[src/rtl/isa_pkg.sv]
// Shared types and constants for the indexed shift array.
package isa_pkg;

  // Fixed field widths of the request and result items.
  localparam int KIND_W    = 3;
  localparam int POS_W     = 4;
  localparam int VALUE_W   = 32;
  localparam int RDATA_W   = 32;
  localparam int STATUS_W  = 2;
  localparam int COUNT_W   = 5;

  // Stream data widths, packed fields rounded up to whole bytes.
  localparam int IN_TDATA_W  = 40;
  localparam int OUT_TDATA_W = 40;

  // Defaults for the top-level parameters.
  localparam int DEPTH_DEF      = 16;
  localparam int DATA_WIDTH_DEF = 32;

  typedef enum logic [KIND_W-1:0] {
    KIND_APPEND = 3'd0,
    KIND_INSERT = 3'd1,
    KIND_READ   = 3'd2,
    KIND_DROP   = 3'd3,
    KIND_ERASE  = 3'd4
  } kind_t;

  typedef enum logic [STATUS_W-1:0] {
    ST_OK    = 2'd0,
    ST_RANGE = 2'd1,
    ST_EMPTY = 2'd2,
    ST_FULL  = 2'd3
  } status_t;

  // Per-cell update command; at most one bit is set in any cycle.
  typedef struct packed {
    logic load;        // take the request word
    logic take_below;  // take the neighbor one index lower (insert shift)
    logic take_above;  // take the neighbor one index higher (erase shift)
  } cell_ctrl_t;

endpackage

[src/rtl/isa_cell.sv]
// One storage cell of the shift array: holds one entry and follows its command.
module isa_cell #(
  parameter int DATA_WIDTH = isa_pkg::DATA_WIDTH_DEF
) (
  input  logic                    clk,
  input  isa_pkg::cell_ctrl_t     ctrl,
  input  logic [DATA_WIDTH-1:0]   load_data,
  input  logic [DATA_WIDTH-1:0]   below_data,
  input  logic [DATA_WIDTH-1:0]   above_data,
  output logic [DATA_WIDTH-1:0]   data_q
);
  import isa_pkg::*;

  logic [DATA_WIDTH-1:0] data_r;
  logic [DATA_WIDTH-1:0] data_nxt;

  always_comb begin
    priority if (ctrl.load) begin
      data_nxt = load_data;
    end else if (ctrl.take_below) begin
      data_nxt = below_data;
    end else if (ctrl.take_above) begin
      data_nxt = above_data;
    end else begin
      data_nxt = data_r;
    end
  end

  // Payload only, so no reset.
  always_ff @(posedge clk) begin
    data_r <= data_nxt;
  end

  assign data_q = data_r;

endmodule

[src/rtl/indexed_shift_array.sv]
// Top level of the indexed shift array: request decode, cell row and result register.
// Output: each result is registered, shown in the cycle after its request is accepted.
// Throughput: one request per cycle while results drain; the whole row of cells shifts
// up or down together as a request is accepted, so no request waits on another.
// Reset: synchronous, active low; the count and the output valid clear at once, while
// the cell contents stay undefined until written and are never read before that.
module indexed_shift_array #(
  parameter int DEPTH      = isa_pkg::DEPTH_DEF,
  parameter int DATA_WIDTH = isa_pkg::DATA_WIDTH_DEF
) (
  input  logic                           clk,
  input  logic                           rst_n,
  // Request items.
  input  logic                           in_tvalid,
  output logic                           in_tready,
  // Fields from bit 0: kind[2:0], position[6:3], value[38:7], zero pad[39].
  input  logic [isa_pkg::IN_TDATA_W-1:0] in_tdata,
  // Result items.
  output logic                           out_tvalid,
  input  logic                           out_tready,
  // Fields from bit 0: read_data[31:0], status[33:32], count[38:34], zero pad[39].
  output logic [isa_pkg::OUT_TDATA_W-1:0] out_tdata
);
  import isa_pkg::*;

  // The count must hold DEPTH itself; comparisons run at the wider of the count
  // and the position field so no bits are lost either way.
  localparam int CNT_W = $clog2(DEPTH + 1);
  localparam int IDX_W = $clog2(DEPTH);
  localparam int CMP_W = (CNT_W > POS_W) ? CNT_W : POS_W;

  // Request fields.
  kind_t                 kind;
  logic [POS_W-1:0]      position;
  logic [VALUE_W-1:0]    value;
  logic                  in_accept;

  assign kind      = kind_t'(in_tdata[KIND_W-1:0]);
  assign position  = in_tdata[KIND_W +: POS_W];
  assign value     = in_tdata[KIND_W+POS_W +: VALUE_W];

  // The request word is sign-extended to the storage width or truncated to it.
  logic [DATA_WIDTH-1:0] word;
  generate
    if (DATA_WIDTH > VALUE_W) begin : g_word_ext
      assign word = {{(DATA_WIDTH-VALUE_W){value[VALUE_W-1]}}, value};
    end else begin : g_word_trunc
      assign word = value[DATA_WIDTH-1:0];
    end
  endgenerate

  // Fill count.
  logic [CNT_W-1:0] count_r;
  logic [CNT_W-1:0] count_nxt;
  logic [CMP_W-1:0] cnt_ext;
  logic [CMP_W-1:0] pos_ext;

  assign cnt_ext = CMP_W'(count_r);
  assign pos_ext = CMP_W'(position);

  logic is_full;
  logic is_empty;
  assign is_full  = (count_r == CNT_W'(DEPTH));
  assign is_empty = (count_r == '0);

  // Request decode: which operation succeeds, and the status it reports.
  logic    app_ok;
  logic    ins_ok;
  logic    rd_ok;
  logic    drop_ok;
  logic    ers_ok;
  status_t status;

  always_comb begin
    app_ok  = 1'b0;
    ins_ok  = 1'b0;
    rd_ok   = 1'b0;
    drop_ok = 1'b0;
    ers_ok  = 1'b0;
    status  = ST_OK;
    unique case (kind)
      KIND_APPEND: begin
        if (is_full) status = ST_FULL;
        else         app_ok = 1'b1;
      end
      KIND_INSERT: begin
        // A full list is reported before a bad position.
        if (is_full)                status = ST_FULL;
        else if (pos_ext > cnt_ext) status = ST_RANGE;
        else                        ins_ok = 1'b1;
      end
      KIND_READ: begin
        if (pos_ext >= cnt_ext) status = ST_RANGE;
        else                    rd_ok  = 1'b1;
      end
      KIND_DROP: begin
        if (is_empty) status  = ST_EMPTY;
        else          drop_ok = 1'b1;
      end
      KIND_ERASE: begin
        if (pos_ext >= cnt_ext) status = ST_RANGE;
        else                    ers_ok = 1'b1;
      end
      default: begin
        // Unused codes leave everything as it is and report success.
      end
    endcase
  end

  // The output register frees up whenever the current result is taken, so a new
  // request can enter in the same cycle.
  logic out_valid_r;
  assign in_tready = !out_valid_r || out_tready;
  assign in_accept = in_tvalid && in_tready;

  always_comb begin
    count_nxt = count_r;
    if (in_accept) begin
      if (app_ok || ins_ok) begin
        count_nxt = count_r + CNT_W'(1);
      end else if (drop_ok || ers_ok) begin
        count_nxt = count_r - CNT_W'(1);
      end
    end
  end

  // Row of cells. Each cell decides from its own index whether it loads the new
  // word, takes its lower neighbor (insert opens a gap at the position), or takes
  // its upper neighbor (erase closes the gap left at the position).
  logic [DATA_WIDTH-1:0] cell_q [DEPTH];

  generate
    for (genvar i = 0; i < DEPTH; i++) begin : g_cell
      localparam logic [CMP_W-1:0] IDX = CMP_W'(i);
      cell_ctrl_t            ctrl;
      logic [DATA_WIDTH-1:0] below;
      logic [DATA_WIDTH-1:0] above;

      assign ctrl.load       = in_accept &&
                               ((app_ok && (IDX == cnt_ext)) ||
                                (ins_ok && (IDX == pos_ext)));
      assign ctrl.take_below = in_accept && ins_ok &&
                               (IDX > pos_ext) && (IDX <= cnt_ext);
      assign ctrl.take_above = in_accept && ers_ok &&
                               (IDX >= pos_ext) && ((IDX + CMP_W'(1)) < cnt_ext);

      // The end cells never shift in from beyond the row; tie those inputs off.
      if (i == 0) begin : g_first
        assign below = word;
      end else begin : g_below
        assign below = cell_q[i-1];
      end
      if (i == DEPTH - 1) begin : g_last
        assign above = word;
      end else begin : g_above
        assign above = cell_q[i+1];
      end

      isa_cell #(
        .DATA_WIDTH (DATA_WIDTH)
      ) u_cell (
        .clk        (clk),
        .ctrl       (ctrl),
        .load_data  (word),
        .below_data (below),
        .above_data (above),
        .data_q     (cell_q[i])
      );
    end
  endgenerate

  // Read path: one entry selected by the position, sign-extended or truncated
  // to the result width. A position outside the row only occurs with a range
  // error, whose result does not use this value.
  logic [DATA_WIDTH-1:0] rd_entry;
  logic [RDATA_W-1:0]    rd_ext;
  logic [RDATA_W-1:0]    read_data;

  assign rd_entry = cell_q[IDX_W'(position)];

  generate
    if (DATA_WIDTH >= RDATA_W) begin : g_rd_trunc
      assign rd_ext = rd_entry[RDATA_W-1:0];
    end else begin : g_rd_ext
      assign rd_ext = {{(RDATA_W-DATA_WIDTH){rd_entry[DATA_WIDTH-1]}}, rd_entry};
    end
  endgenerate

  // Refused requests answer all ones; successful reads answer the entry; the rest zero.
  always_comb begin
    if (status != ST_OK) begin
      read_data = '1;
    end else if (rd_ok) begin
      read_data = rd_ext;
    end else begin
      read_data = '0;
    end
  end

  // Result register.
  logic [OUT_TDATA_W-1:0] out_data_r;

  always_ff @(posedge clk) begin
    if (!rst_n) begin
      count_r     <= '0;
      out_valid_r <= 1'b0;
    end else begin
      count_r <= count_nxt;
      if (in_accept) begin
        out_valid_r <= 1'b1;
      end else if (out_tready) begin
        out_valid_r <= 1'b0;
      end
    end
  end

  always_ff @(posedge clk) begin
    if (in_accept) begin
      out_data_r <= {1'b0, COUNT_W'(count_nxt), status, read_data};
    end
  end

  assign out_tvalid = out_valid_r;
  assign out_tdata  = out_data_r;

endmodule

[config.mk]
export PLATFORM = sky130hd
export DESIGN_NAME = indexed_shift_array
export DESIGN_NICKNAME = d
export VERILOG_FILES = /design/src/rtl/isa_pkg.sv /design/src/rtl/isa_cell.sv /design/src/rtl/indexed_shift_array.sv
export SDC_FILE = /design/constraint.sdc
export NUM_CORES = 2
export LEC_CHECK = 0
export BUFFER_PORTS_ARGS = -buffer_cell sky130_fd_sc_hd__buf_2
export CAP_MARGIN = 20
export CORE_MARGIN = 2
export CORE_UTILIZATION = 24
export CTS_BUF_LIST = sky130_fd_sc_hd__clkbuf_2
export DETAILED_ROUTE_END_ITERATION = 10
export PLACE_DENSITY_LB_ADDON = 0.2
export SLEW_MARGIN = 15
export SYNTH_ARGS = -nofsm -noshare
export SYNTH_HDL_FRONTEND = slang
export SYNTH_SLANG_ARGS = --single-unit
[constraint.sdc]
create_clock -name clk -period 5.9 [get_ports clk]
set_input_delay 0.295 -clock clk [delete_from_list [all_inputs] [get_ports clk]]
set_output_delay 0.295 -clock clk [all_outputs]
set_load 0.02 [all_outputs]
---- Yosys cells after proc, flatten, opt, wreduce, memory -nomap -nowiden ----
Index checks and enable logic that the tools add are counted.
Widths: inputs -> output; s select.
word-level totals
  output and inout port bits .............. 42
  input bits .............................. 44
  bits in read-only memories .............. 0
  memories kept ........................... 0
  bits in writable memories ............... 0
  latch bits .............................. 0
  register bits ........................... 557
operators by class
  muxes and demuxes ....................... 73
  shift-type cells ........................ 0
  add/sub/neg operators ................... 2
  reduce and logical (&&, ||, !) cells .... 157
  magnitude comparators ................... 67
  bitwise gates (word level) .............. 1
  divide/modulo/power cells ............... 0
  equal/unequal tests ..................... 35
  $mul .................................... 0
operators with widths
  operator            count
  $mux 32             51
  $bmux 32 s4         1
  $logic_and 1x1->1   115
  $reduce_bool 3->1   16
  $eq 4x5->1 const A  8
  $le 4x5->1 const A  8
  $lt 4x5->1 const A  8
  $eq 4x4->1 const A  8
  $ge 4x4->1 const A  8
  $gt 4x4->1 const A  8
  $eq 3x5->1 const A  4
  $le 3x5->1 const A  4
  $lt 3x5->1 const A  4
  $logic_or 1x1->1    19
  $eq 3x4->1 const A  4
  $ge 3x4->1 const A  4
  $gt 3x4->1 const A  4
  $mux 5              3
  $mux 1              14
  $eq 2x5->1 const A  2
  $le 1x5->1 const A  2
  $le 2x5->1 const A  2
  $logic_not 5->1     2
  $lt 2x5->1 const A  2
  25 further kinds    34

---- Logic depth before layout (Yosys ltp) ----
  word-level depth ........................ 9
  depth in mapped cells ................... 14
  mapped depth without buffers ............ 8

---- By module ----
From an unflattened synthesis, not the netlist that was laid out.
unflattened totals
  cells, all modules ...................... 2,862
  area, all modules ....................... 33,520.9 sq um
modules (own cells, without submodules)
  module               area an instance (sq um)  seq. area each (sq um)  cells each  times used
  isa_cell             1,672.9                   960.9                   140         16
  indexed_shift_array  6,755.2                   1,291.2                 622         1

---- Worst setup path after synthesis ----
No wires, ideal clock.
  kind .................................... flip-flop to flip-flop
  start point ............................. reg out_valid_r (netlist: out_tvalid)
  end point ............................... reg g_cell[12].u_cell.data_r[0] (enable)
  data required time ...................... 5,367 ps
  path slack .............................. -685 ps
  stages on the path, launching flop included .. 8
  arrival time ............................ 6,052 ps
  cells stage by stage .................... dfxtp_1 > nor2b_1 > inv_1 > nand2_1 > inv_1 > nand3_1 > clkbuf_1 > o311ai_0
between the ends
  longest elaborated chain between the ends .. 7
  elaborated cells between the ends (all ways) .. 11
  those cells by class .................... 11 x reduce/logical
RTL lines
  item                                                line                                                    source
  from (decl)                                         indexed_shift_array.sv:112                              logic out_valid_r;
  from (signal assigned)                              indexed_shift_array.sv:206                              out_valid_r <= 1'b0;
  from (signal assigned)                              indexed_shift_array.sv:210                              out_valid_r <= 1'b1;
  from (signal assigned)                              indexed_shift_array.sv:212                              out_valid_r <= 1'b0;
  $logic_not 1->1 (*)                                 indexed_shift_array.sv:113                              assign in_tready = !out_valid_r || out_tready;
  $logic_or 1x1->1 (*)                                indexed_shift_array.sv:113
  named net in_tready                                 indexed_shift_array.sv:15                               output logic in_tready,
  $logic_and 1x1->1 (*)                               indexed_shift_array.sv:114                              assign in_accept = in_tvalid && in_tready;
  named net in_accept                                 indexed_shift_array.sv:36                               logic in_accept;
  $logic_and 1x1->1 (on tied branches) (2 in series)  indexed_shift_array.sv:144, indexed_shift_array.sv:142
  $logic_and 1x1->1 (on tied branches)                indexed_shift_array.sv:145, indexed_shift_array.sv:143
  $reduce_bool 3->1 (no source line) (*)              --
  to (signal assigned)                                isa_cell.sv:31                                          data_r <= data_nxt;
  to (decl)                                           isa_cell.sv:14                                          logic [DATA_WIDTH-1:0] data_r;
The timed path passes the listed nets; every way through them passes the cells marked *.
A chain may end at the register's enable or synchronous reset.

---- Worst setup path after layout ----
  start point ............................. reg count_r[2] (netlist: cnt_ext[2])
  end point ............................... reg count_r[0] (netlist: cnt_ext[0])
between the ends
  longest elaborated chain between the ends .. 7
  elaborated cells between the ends (all ways) .. 18
  those cells by class .................... 2 x order compare; 1 x eq/ne; 12 x mux; 3 x reduce/logical
RTL lines
  item                                               line                                                                              source
  from (decl)                                        indexed_shift_array.sv:53                                                         logic [CNT_W-1:0] count_r;
  from (signal assigned)                             indexed_shift_array.sv:208                                                        count_r <= count_nxt;
  $ge 4x5->1, or another cell as far along           indexed_shift_array.sv:101                                                        if (pos_ext >= cnt_ext) status = ST_RANGE;
  $mux 1 (on tied branches)                          indexed_shift_array.sv:101, indexed_shift_array.sv:89, indexed_shift_array.sv:97
  $mux 1 (on tied branches)                          indexed_shift_array.sv:81, indexed_shift_array.sv:88
  $logic_or 1x1->1 / $mux 1 (equally long branches)  indexed_shift_array.sv:121, indexed_shift_array.sv:81
  $mux 5 / $logic_or 1x1->1 (equally long branches)  indexed_shift_array.sv:121, indexed_shift_array.sv:119
  $mux 5 (*)                                         indexed_shift_array.sv:119                                                        if (app_ok || ins_ok) begin
  $mux 5 (*)                                         indexed_shift_array.sv:118                                                        if (in_accept) begin
Mark *: on every way between the ends. The rest lies on a longest branch, timed or not.

==> impl_metrics.json <==
{
  "worstPathArrival_ps": 6420,
  "use_met2": 0.270,
  "synth-main-ff-cell": "edfxtp_1",
  "power_frac_comb": 0.090,
  "dieHeight_um": 375,
  "skew_ps": 93.8,
  "outcome": "finished, final reports clean",
  "pwr-share-clk": 0.376,
  "wl_mm": 125,
  "synth_edf_count": 551,
  "crit_type": "flop to flop",
  "p_int_mw": 5.86,
  "crit_fanout": 16,
  "maxCapViolCount": 0,
  "drive_gt1_frac": 0.281,
  "wl_per_cell_um": 26.0,
  "postCtsSetupBuffers": 0,
  "post-place-ws_ps": 1220,
  "fp.dieW_um": 375,
  "end_kind": "flop",
  "grt_pass1_wl_mm": 179,
  "dieArea_sq_um": 140000,
  "core.rowCount": 136,
  "cts_sinks": 557,
  "cts-buffers-inserted": 159,
  "grt.met1_usage": 0.251,
  "postSynthCellCount": 2727,
  "syn_area_sq_um": 33000,
  "crit-reg2reg-launch": "cnt_ext[2]",
  "grt_max_degree": 103,
  "clk_latency_ps": 1540,
  "hold_viol_final": 0,
  "htree_levels": 4,
  "reg2regPathDepth": 12,
  "min_path_type": "input pin to flop",
  "whs_ps": 217,
  "crit_slowest_cell": "dfxtp_1",
  "cts_tree": "built",
  "path_buf_inv": 5,
  "setup-violations-final": 0,
  "top_usage_layer": "met2",
  "postPlaceCellArea_sq_um": 35500,
  "vias_per_cell": 4.95,
  "p_switching_mw": 2.32,
  "grt_usage": 0.176,
  "dp_cells": 4428,
  "synthXorXnorAreaFrac": 0.00106,
  "port_buffers": 83,
  "min_period_ps": 4930,
  "finalInstanceArea_sq_um": 37900,
  "synth_top_family_by_area": "multiplexers",
  "ys_seq_area_frac": 0.505,
  "synth_nets": 2780,
  "critPathLaunchType": "flop",
  "instances_no_fill": 4809,
  "swShare": 0.284,
  "num-fill-cells": 14200,
  "clk_path_buf_depth": 3,
  "first_pass_iters": 6,
  "gp_congestion": 0.792,
  "synth.avg_cell_area_sq_um": 12.1,
  "boundaryPins": 86,
  "max_freq_mhz": 203,
  "crit_family": "buffers and inverters",
  "num_vias": 23800,
  "grt.overflow.total": 0,
  "antenna_found_initial": 5,
  "fin_ws_ps": 971,
  "drtIter0Drc": 2174,
  "cts_root_buffer": "clkbuf_2",
  "synth_simple_gate_area_share": 0.0824,
  "min_from": "in_tdata[3]",
  "hold_path_depth": 6,
  "max_stage_delay_ps": 690,
  "synth_compound_area_frac": 0.0824,
  "grt_pass1_vias": 23700,
  "powerDensity_nw_per_um2": 216,
  "ys_ff_latch": 557,
  "initial_core_util": 0.241,
  "async_reset_ff_frac": 0,
  "finalSetupTns_ps": 0,
  "nets": 2942,
  "min_period_over_period": 0.836,
  "required_ps": 7390,
  "met3_usage": 0.0316,
  "ys_types": 74,
  "timing.critical_path.mode_cell": "dlygate4sd3_1",
  "cp-startpoint": "cnt_ext[2]",
  "vdd_drop_max_uv": 113,
  "clkTransAtPathRegs_ps": 100,
  "dp_hpwl_mm": 70.3,
  "drv_slew": 0,
  "r2r-end": "cnt_ext[0]",
  "rrSetupSlack_ps": 970,
  "area_growth_pct": 15.0,
  "muxShareOfSynthArea": 0.288,
  "fin_util": 0.277,
  "maxSlewHeadroom": 0.253,
  "ant_nets": 0,
  "fp.coreArea_sq_um": 137000,
  "drcViolationCount": 0,
  "total_power_mw": 8.18,
  "path_cells": "clkinv_1 -> ha_1 -> nand2_1 -> o31ai_1 -> dlygate4sd3_1 -> or3_1 -> dlygate4sd3_1 -> and2_1 -> a21oi_1 -> dlygate4sd3_1 -> mux2i_1 -> dlygate4sd3_1",
  "seqPwrFrac": 0.535,
  "yosys_warnings": 0,
  "synth-adder-area-share": 0.00341,
  "worst_slew_pin_slew_ps": 1120,
  "rsz0062_at_grt": "no",
  "min_to": "out_tdata[28]",
  "p_leak_nw": 15.2
}
-- how the worst max path moves through the flow --
stage	slack (ps)	cells after the start	endpoint
global placement	1220	8	out_tdata[11]
floorplan	-680	7	g_cell[12].u_cell.data_q[0]
finish	970	12	cnt_ext[0]
global route	750	12	cnt_ext[0]
CTS	1100	12	cnt_ext[0]
detailed placement	1220	8	out_tdata[11]
-- synth_stat cells (all sizes together), types with 7 or more instances --
master / n / share of area
o21ai: 83 / 0.013
ha: 9 / 0.0034
mux2i: 395 / 0.12
a21oi: 322 / 0.049
inv: 14 / 0.0016
nand2: 198 / 0.023
nand3: 41 / 0.0071
edfxtp: 551 / 0.50
mux2: 256 / 0.087
o311ai: 7 / 0.0019
nor3: 8 / 0.0012
buf: 156 / 0.025
mux4: 118 / 0.081
nor2: 350 / 0.040
a31oi: 7 / 0.0015
o2111ai: 20 / 0.0055
clkbuf: 90 / 0.010
-- per-layer routing --
| metal | share of wire | wire [um] |
|---|---|---|
| met1 | 0.47 | 58800 |
| met3 | 0.058 | 7310 |
| met5 | 0 | 0 |
| met4 | 0.025 | 3150 |
| met2 | 0.45 | 56000 |
-- cell type report --
| type | count | area (sq um) | area share |
|---|---|---|---|
| timing repair buffer | 247 | 1960 | 0.0516 |
| sequential | 557 | 16700 | 0.440 |
| clock buffer | 244 | 1220 | 0.0322 |
| antenna | 12 | 30.0 | 0.000792 |
| inverter | 18 | 68.8 | 0.00181 |
| tap | 1794 | 2240 | 0.0592 |
| multi-input combinational | 1906 | 15500 | 0.409 |
| clock inverter | 31 | 226 | 0.00597 |
-- registers in the layout, indices dropped and copies added, names as in the netlist --
| name | cells |
|---|---|
| out_tvalid | 1 |
| out_tdata | 39 |
| g_cell.u_cell.data_q | 512 |
| cnt_ext | 5 |
-- cells by family after synthesis --
| logic type | after synthesis |
|---|---|
| xor+xnor | 4 |
| flops | 557 |
| other cells | 1 |
| simple gates | 643 |
| mux | 769 |
| compound gates | 480 |
| buf+inv | 264 |
| fa+ha+maj | 9 |
-- power by group through the flow --
| stage | sequential, mW | combinational, mW | clock, mW |
|---|---|---|---|
| global placement | 4.46 | 0.684 | 0 |
| detailed placement | 4.46 | 0.682 | 0 |
| global route | 4.38 | 0.782 | 3.41 |
| floorplan | 4.49 | 0.376 | 0 |
| CTS | 4.37 | 0.741 | 3.22 |
| finish | 4.37 | 0.734 | 3.07 |
-- cell usage in the layout, fill, tap and decap left out, types with 5 or more instances in the layout --
cell / Yosys / final
edfxtp_1: 551 / 551
mux2i_1: 395 / 395
nor2_1: 348 / 345
a21oi_1: 320 / 320
mux2_2: 256 / 256
clkbuf_2: 0 / 244
nand2_1: 197 / 197
mux4_2: 118 / 118
dlygate4sd3_1: 0 / 94
buf_2: 116 / 79
buf_4: 7 / 68
o21ai_1: 60 / 60
nand3_1: 35 / 29
clkinv_1: 4 / 22
o21ai_0: 21 / 20
o2111ai_1: 19 / 19
inv_1: 14 / 13
diode_2: 0 / 12
ha_1: 9 / 9
inv_2: 0 / 8
nor3_1: 8 / 8
nand3_4: 0 / 8
nor4_1: 6 / 6
o311ai_2: 0 / 6
dfxtp_1: 6 / 6
and2_1: 5 / 5
a41oi_4: 0 / 5
a31oi_4: 0 / 5
-- worst reg2reg max path: cells and delay by family, from the launching register on --
kind,cells,cell delay [ps]
AO/OA/AOI/OAI,2,230
adder cells (fa/ha/maj),1,410
buffers and inverters,5,2800
flip-flops,1,690
multiplexers,1,200
AND/OR/NAND/NOR,3,560
-- timing repair --
item	in CTS	in global routing
hold endpoints to repair	817	0
hold buffers	94	0
gates resized for setup	0	0
No activity file was read; power rests on OpenSTA's default activity.
